### config.mk
export PLATFORM = sky130hd
export DESIGN_NAME = sgf_isqrt
export DESIGN_NICKNAME = d
export VERILOG_FILES = /design/src/hw/rtl/sgf_isqrt.sv
export SDC_FILE = /design/constraint.sdc
export NUM_CORES = 2
export LEC_CHECK = 0
export BUFFER_PORTS_ARGS = -buffer_cell sky130_fd_sc_hd__clkbuf_2
export CAP_MARGIN = 20
export CORE_MARGIN = 2
export CORE_UTILIZATION = 64
export DETAILED_ROUTE_END_ITERATION = 12
export GPL_TIMING_DRIVEN = 0
export PLACE_DENSITY = 0.81
export SLEW_MARGIN = 25
export SYNTH_ARGS = -nofsm -noshare
export SYNTH_HDL_FRONTEND = slang
export SYNTH_SLANG_ARGS = --single-unit
### constraint.sdc
create_clock -name clk -period 4 [get_ports clk]
set_input_delay 0.8 -clock clk [delete_from_list [all_inputs] [get_ports clk]]
set_output_delay 0.8 -clock clk [all_outputs]
set_load 0.03 [all_outputs]
### src/hw/rtl/sgf_isqrt.sv
// ---------------------------------------------------------------------------
// sgf_isqrt
// pipelined integer square root, one result bit per stage, with sideband
// ---------------------------------------------------------------------------
module sgf_isqrt #(
    parameter int ROOT_W = 25,
    parameter int SIDE_W = 1
) (
    input  logic                  clk,
    input  logic                  rst_n,
    input  logic                  en,
    input  logic                  in_valid,
    input  logic [2*ROOT_W-1:0]   in_radicand,
    input  logic [SIDE_W-1:0]     in_side,
    output logic                  out_valid,
    output logic [ROOT_W-1:0]     out_root,
    output logic [SIDE_W-1:0]     out_side
);

    localparam int RAD_W = 2 * ROOT_W;

    logic              vld_s  [ROOT_W+1];
    logic [RAD_W-1:0]  rem_s  [ROOT_W+1];
    logic [ROOT_W-1:0] root_s [ROOT_W+1];
    logic [SIDE_W-1:0] side_s [ROOT_W+1];

    assign vld_s[0]  = in_valid;
    assign rem_s[0]  = in_radicand;
    assign root_s[0] = '0;
    assign side_s[0] = in_side;

    for (genvar j = 0; j < ROOT_W; j++)
    begin : g_stage
        localparam int B = ROOT_W - 1 - j;

        logic [RAD_W:0]    trial;
        logic              take;
        logic              vld_reg;
        logic [RAD_W-1:0]  rem_reg;
        logic [ROOT_W-1:0] root_reg;
        logic [SIDE_W-1:0] side_reg;

        always_comb
        begin
            trial = ({1'b0, {ROOT_W{1'b0}}, root_s[j]} << (B + 1))
                  + ((RAD_W+1)'(1) << (2 * B));
            take  = {1'b0, rem_s[j]} >= trial;
        end

        always_ff @(posedge clk or negedge rst_n)
        begin
            if (!rst_n)
                vld_reg <= 1'b0;
            else if (en)
                vld_reg <= vld_s[j];
        end

        always_ff @(posedge clk)
        begin
            if (en)
            begin
                rem_reg  <= take ? RAD_W'({1'b0, rem_s[j]} - trial) : rem_s[j];
                root_reg <= take ? (root_s[j] | (ROOT_W'(1) << B)) : root_s[j];
                side_reg <= side_s[j];
            end
        end

        assign vld_s[j+1]  = vld_reg;
        assign rem_s[j+1]  = rem_reg;
        assign root_s[j+1] = root_reg;
        assign side_s[j+1] = side_reg;
    end

    assign out_valid = vld_s[ROOT_W];
    assign out_root  = root_s[ROOT_W];
    assign out_side  = side_s[ROOT_W];

endmodule

**After elaboration in Yosys (flattened, before gate mapping)**

Index checks and enable logic that the tools add are counted.

- Bits in registers: 1875
- Input bits: 55
- Logic and storage cells: 221

- Add/subtract/negate cells: 48
- Order comparisons: 25
- Multiplexer cells: 25

Operators with widths:

| cell | number |
|---|---|
| $mux W50 | 24 |
| $add A49 B47 Y50 const B | 1 |
| $ge A50 B27 Y1 | 1 |
| $ge A50 B28 Y1 | 1 |
| $ge A50 B29 Y1 | 1 |
| $ge A50 B30 Y1 | 1 |
| $ge A50 B31 Y1 | 1 |
| $ge A50 B32 Y1 | 1 |
| $ge A50 B33 Y1 | 1 |
| $ge A50 B34 Y1 | 1 |
| $ge A50 B35 Y1 | 1 |
| $ge A50 B36 Y1 | 1 |
| $ge A50 B37 Y1 | 1 |
| $ge A50 B38 Y1 | 1 |
| $ge A50 B39 Y1 | 1 |
| $ge A50 B40 Y1 | 1 |
| $ge A50 B41 Y1 | 1 |
| $ge A50 B42 Y1 | 1 |
| $ge A50 B43 Y1 | 1 |
| $ge A50 B44 Y1 | 1 |
| $ge A50 B45 Y1 | 1 |
| $ge A50 B46 Y1 | 1 |
| $ge A50 B47 Y1 | 1 |
| $ge A50 B48 Y1 | 1 |
| 51 further kinds | 51 |

**Depth between registers and ports, before layout**

- Depth after elaboration: 3
- Mapped depth: 14

**Worst setup path before layout**

OpenSTA, ideal clock, no wires.

- Path kind: flip-flop to flip-flop
- Start: register g_stage[10].rem_reg[38]
- End: register g_stage[11].rem_reg[41], data pin
- Data arrival time: 3.029 ns
- Data required time: 3.729 ns
- Setup slack: 0.700 ns
- Cell stages (with the launch flop): 11
- Period minus slack after synthesis: 3.300 ns
- Path through: edfxtp_1 ha_1 or4_1 or4_1 or3_1 or3_1 or3_4 nor2_8 a31o_4 nor4_1 xor2_1

- Longest elaborated chain between the ends: 2

Ends and longest elaborated chain:

| element | line | source |
|---|---|---|
| from (decl) | 39 | `logic [RAD_W-1:0] rem_reg;` |
| from (signal assigned) | 62 | `rem_reg <= take ? RAD_W'({1'b0, rem_s[j]} - trial) : rem_s[j];` |
| $sub A50 B40 Y50 or $ge A50 B40 Y1 (tied branches) | 62, 47 |  |
| $mux W50 (*) | 62 |  |
| to (signal assigned) | 62 |  |
| to (decl) | 39 |  |

Every way passes the cells marked *; elsewhere a longest branch is shown, timed or not.
A chain may end at the register's enable or synchronous reset.

**Final worst setup path**

- Start: register g_stage[18].rem_reg[41]
- End: register g_stage[19].rem_reg[25], data pin

- Longest elaborated chain between the ends: 2

Ends and longest elaborated chain:

| element | line | source |
|---|---|---|
| from (decl) | 39 |  |
| from (signal assigned) | 62 |  |
| $ge A50 B32 Y1 | 47 | `take = {1'b0, rem_s[j]} >= trial;` |
| $mux W50 | 62 |  |
| to (signal assigned) | 62 |  |
| to (decl) | 39 |  |

No other way between the ends.

==> run_results.csv <==
group,metric,value,unit
power_and_ir_drop,max-vdd-ir-drop,0.000657,V
global_route,grt_max_degree,103,
synthesis,syn_nets,6155,
setup_path,crit_fanout,10,
setup_path,crit_path_end_kind,"register",
floorplan,die_x,344,um
synthesis,synth.largest_area_cell,"edfxtp_1",
setup_path,cp_data_arrival_time,4.34,ns
timing,hold_ws,0.0258,ns
synthesis,synth-edff-count,1550,
run_status,status,"finished, final reports clean",
synthesis,synth_commonest_cells,"edfxtp_1 (1,550), inv_1 (421), nand2_1 (375)",
cts,worstSkewPairLatency,0.79,ns
routing,drt_iter0_drc,4196,
setup_path,crit_path_start,"g_stage[18].rem_reg[41]$_DFFE_PP_",
final_layout,largest_reg_flops,1200,
setup_path,worst_r2r_path_depth,8,
timing,worstMarginPinSlew,1.08,ns
final_layout,fillers,7243,
timing,skew,0.0484,ns
timing,slew_violations,0,
synthesis,netlist_area,73900,um^2
timing,rsz0062_at_grt,"true",
global_route,antenna_found_initial,2,
timing,hold_viol_final,0,
floorplan,core,115000,um^2
floorplan,ios,82,
routing,drc_errors,0,
setup_path,r2r_slack,0.14,ns
power_and_ir_drop,leakagePower,31.1,nW
routing,vias,47301,
routing,drtAntennaViolNets,0,
cts,root_buffer,"clkbuf_16",
cts,cts_buffer_depth,3,
timing,slew_headroom,27.5,%
timing,finalWorstPathRequiredPeriod,3.86,ns
synthesis,async_reset_ff_share,1.59,%
routing,drt-pass1-iter-count,7,
flow_run,maxCapViolations,0,
synthesis,synth.distinct_cells,84,
floorplan,dieArea,118000,um^2
setup_path,rr_endpoint,"g_stage[19].rem_reg[25]$_DFFE_PP_",
synthesis,synth_flop_cell,"edfxtp_1",
floorplan,die_h,344,um
final_layout,postLayoutCellArea,82400,um^2
cts,cts_tree,"done",
floorplan,rows,124,
synthesis,syn_inst,5754,
hold_path,hold_path_class,"in2async",
global_route,grt_pass1_vias,47581,
synthesis,synth_most_common_cell,"edfxtp_1",
final_layout,area_delta_synth_final,11.4,%
synthesis,ys_seq_elements,1575,
timing,fin_crit_sh,96.5,%
synthesis,avgSynthCellArea,12.8,um^2
final_layout,drive_above_1_share,8.11,%
timing,setup_tns,0,ns
timing,fmax,0.259,GHz
placement,dpl_cell_area,76700,um^2
final_layout,nets,6409,
setup_path,start_kind,"register",
global_route,grt_pass1_wl,256,mm
floorplan,initial_core_util,64.6,%
placement,port-buffer-count,81,
routing,wire_per_inst,21.5,um
global_route,global_route.usage.total,28.0,%
synthesis,ys_seq_area_share,63.8,%
setup_path,crit_type,"reg2reg",
cts,cts.clk_slew.worst_paths,0.06,ns
placement,gp_congestion,0.968,
power_and_ir_drop,power_density,560,nW/um^2
routing,drt-vias-per-instance,6.19,
setup_path,crit_required,4.48,ns
synthesis,yosys.area.top_type_share,63.0,%
timing,finalSetupViolCount,0,
routing,drt-total-wl,165,mm
final_layout,utilization,71.9,%
cts,htree_levels,4,
cts,clock_sinks,1575,
setup_path,r2r-start,"g_stage[18].rem_reg[41]$_DFFE_PP_",
placement,dp_hpwl,118,mm
global_route,overflow,0,
synthesis,synth_warnings,0,
synthesis,synth_area_leaders,"edfxtp_1 (63%), ha_1 (5.9%), xnor2_1 (3.3%), xor2_1 (2.9%), a21oi_1 (2.3%)",
cts,cts-buffers-inserted,157,
-- repair_timing --
| item | in CTS | in global routing |
|---|---|---|
| hold buffers | 0 | 0 |
| resized for setup | 24 | 32 |
| gates cloned | 0 | 0 |
| pin swaps | 4 | 9 |
| buffers inserted | 5 | 3 |
| endpoints found under the setup margin | 114 | 113 |
-- logic make-up (layout without fill, tap and decap cells) --
group           after synthesis  after routing  synth area share (%)
compound gates             1049           1049                  8.83
xor+xnor                    518            518                  6.14
fa+ha+maj                   346            346                  5.86
buf+inv                     535            912                  2.75
flops                      1575           1575                  63.8
mux                          75             75                  1.12
other cells                   0              3                     0
simple gates               1656           1656                  11.5
-- routing by layer --
layer | routed length, um | GRT usage (%)
met4 | 9010 | 14.5
met1 | 59100 | 31.1
met3 | 10500 | 5.01
met5 | 13 | 0
met2 | 86000 | 51.1
-- worst max-delay path, stage by stage, from the launching register on --
cell and delay [ns]:
edfxtp_1 0.46, or3_1 0.51, or4_1 0.47, or4_1 0.45
or3_1 0.38, nor4_1 0.34, a21boi_2 0.33, clkbuf_1 0.40
o21ai_0 0.23
-- power by group --
part	internal (mW)	switching, mW
combinational	3.49	4.86
sequential	20.8	1.68
clock	8.79	6.42
total	33.1	13.0
-- cell usage in the layout (no fill, tap or decap), types with 19 or more instances in the layout --
cell type,Yosys,final
nand4_1,96,96
ha_1,346,342
clkbuf_16,0,158
or3_1,60,60
o21bai_1,20,20
clkbuf_2,0,89
dfrtp_1,25,25
inv_1,421,419
or2_2,19,19
nor3_1,162,160
o21ai_0,266,264
or4_1,39,39
a211oi_1,25,25
nor2b_1,47,47
edfxtp_1,1550,1550
bufinv_16,0,22
nand2b_1,73,73
nor2_1,361,361
clkbuf_1,97,100
xnor2_1,277,277
nor4_1,200,191
nand2_1,375,375
a21oi_1,338,338
clkinv_1,1,30
o211ai_1,26,26
a21o_1,115,115
nand3_1,86,86
a31oi_1,29,28
clkinv_2,0,20
xor2_1,241,240
and3_1,27,27
mux2_2,64,64
o31ai_1,28,28
o21a_1,55,55
-- how the worst max path moves through the flow --
stage               slack, ns                                end  cells after the start
floorplan                0.70  g_stage[11].rem_reg[41]$_DFFE_PP_                     10
global placement       -23.43             out_root[12]$_DFFE_PP_                      1
detailed placement      -0.65  g_stage[17].rem_reg[41]$_DFFE_PP_                     13
CTS                     0.009  g_stage[20].rem_reg[41]$_DFFE_PP_                     11
global route           -0.007  g_stage[23].rem_reg[39]$_DFFE_PP_                     12
finish                   0.14  g_stage[19].rem_reg[25]$_DFFE_PP_                      8
-- per-stage QoR --
stage	instances	worst slack (ns)	total power, mW
after detailed placement	7364	-0.648	30.8
after CTS	7645	0.00871	46.1
final	7646	0.141	46.1
after floorplan	5754	0.700	28.2
after global routing	7643	-0.00679	48.0
after global placement	7347	-23.43	31.4
-- area by class of cell --
| class | instances | area, um^2 | share of cell area, % |
|---|---|---|---|
| Sequential cell | 1575 | 47200 | 57.3 |
| Multi-Input combinational cell | 3644 | 24900 | 30.3 |
| Clock buffer | 181 | 4050 | 4.92 |
| Tap cell | 1512 | 1890 | 2.30 |
| Inverter | 422 | 1590 | 1.92 |
| Clock inverter | 101 | 1340 | 1.62 |
| Timing Repair Buffer | 106 | 955 | 1.16 |
| Buffer | 102 | 427 | 0.518 |
| Antenna cell | 3 | 7.51 | 0.00911 |
(Power assumes the default switching activity.)
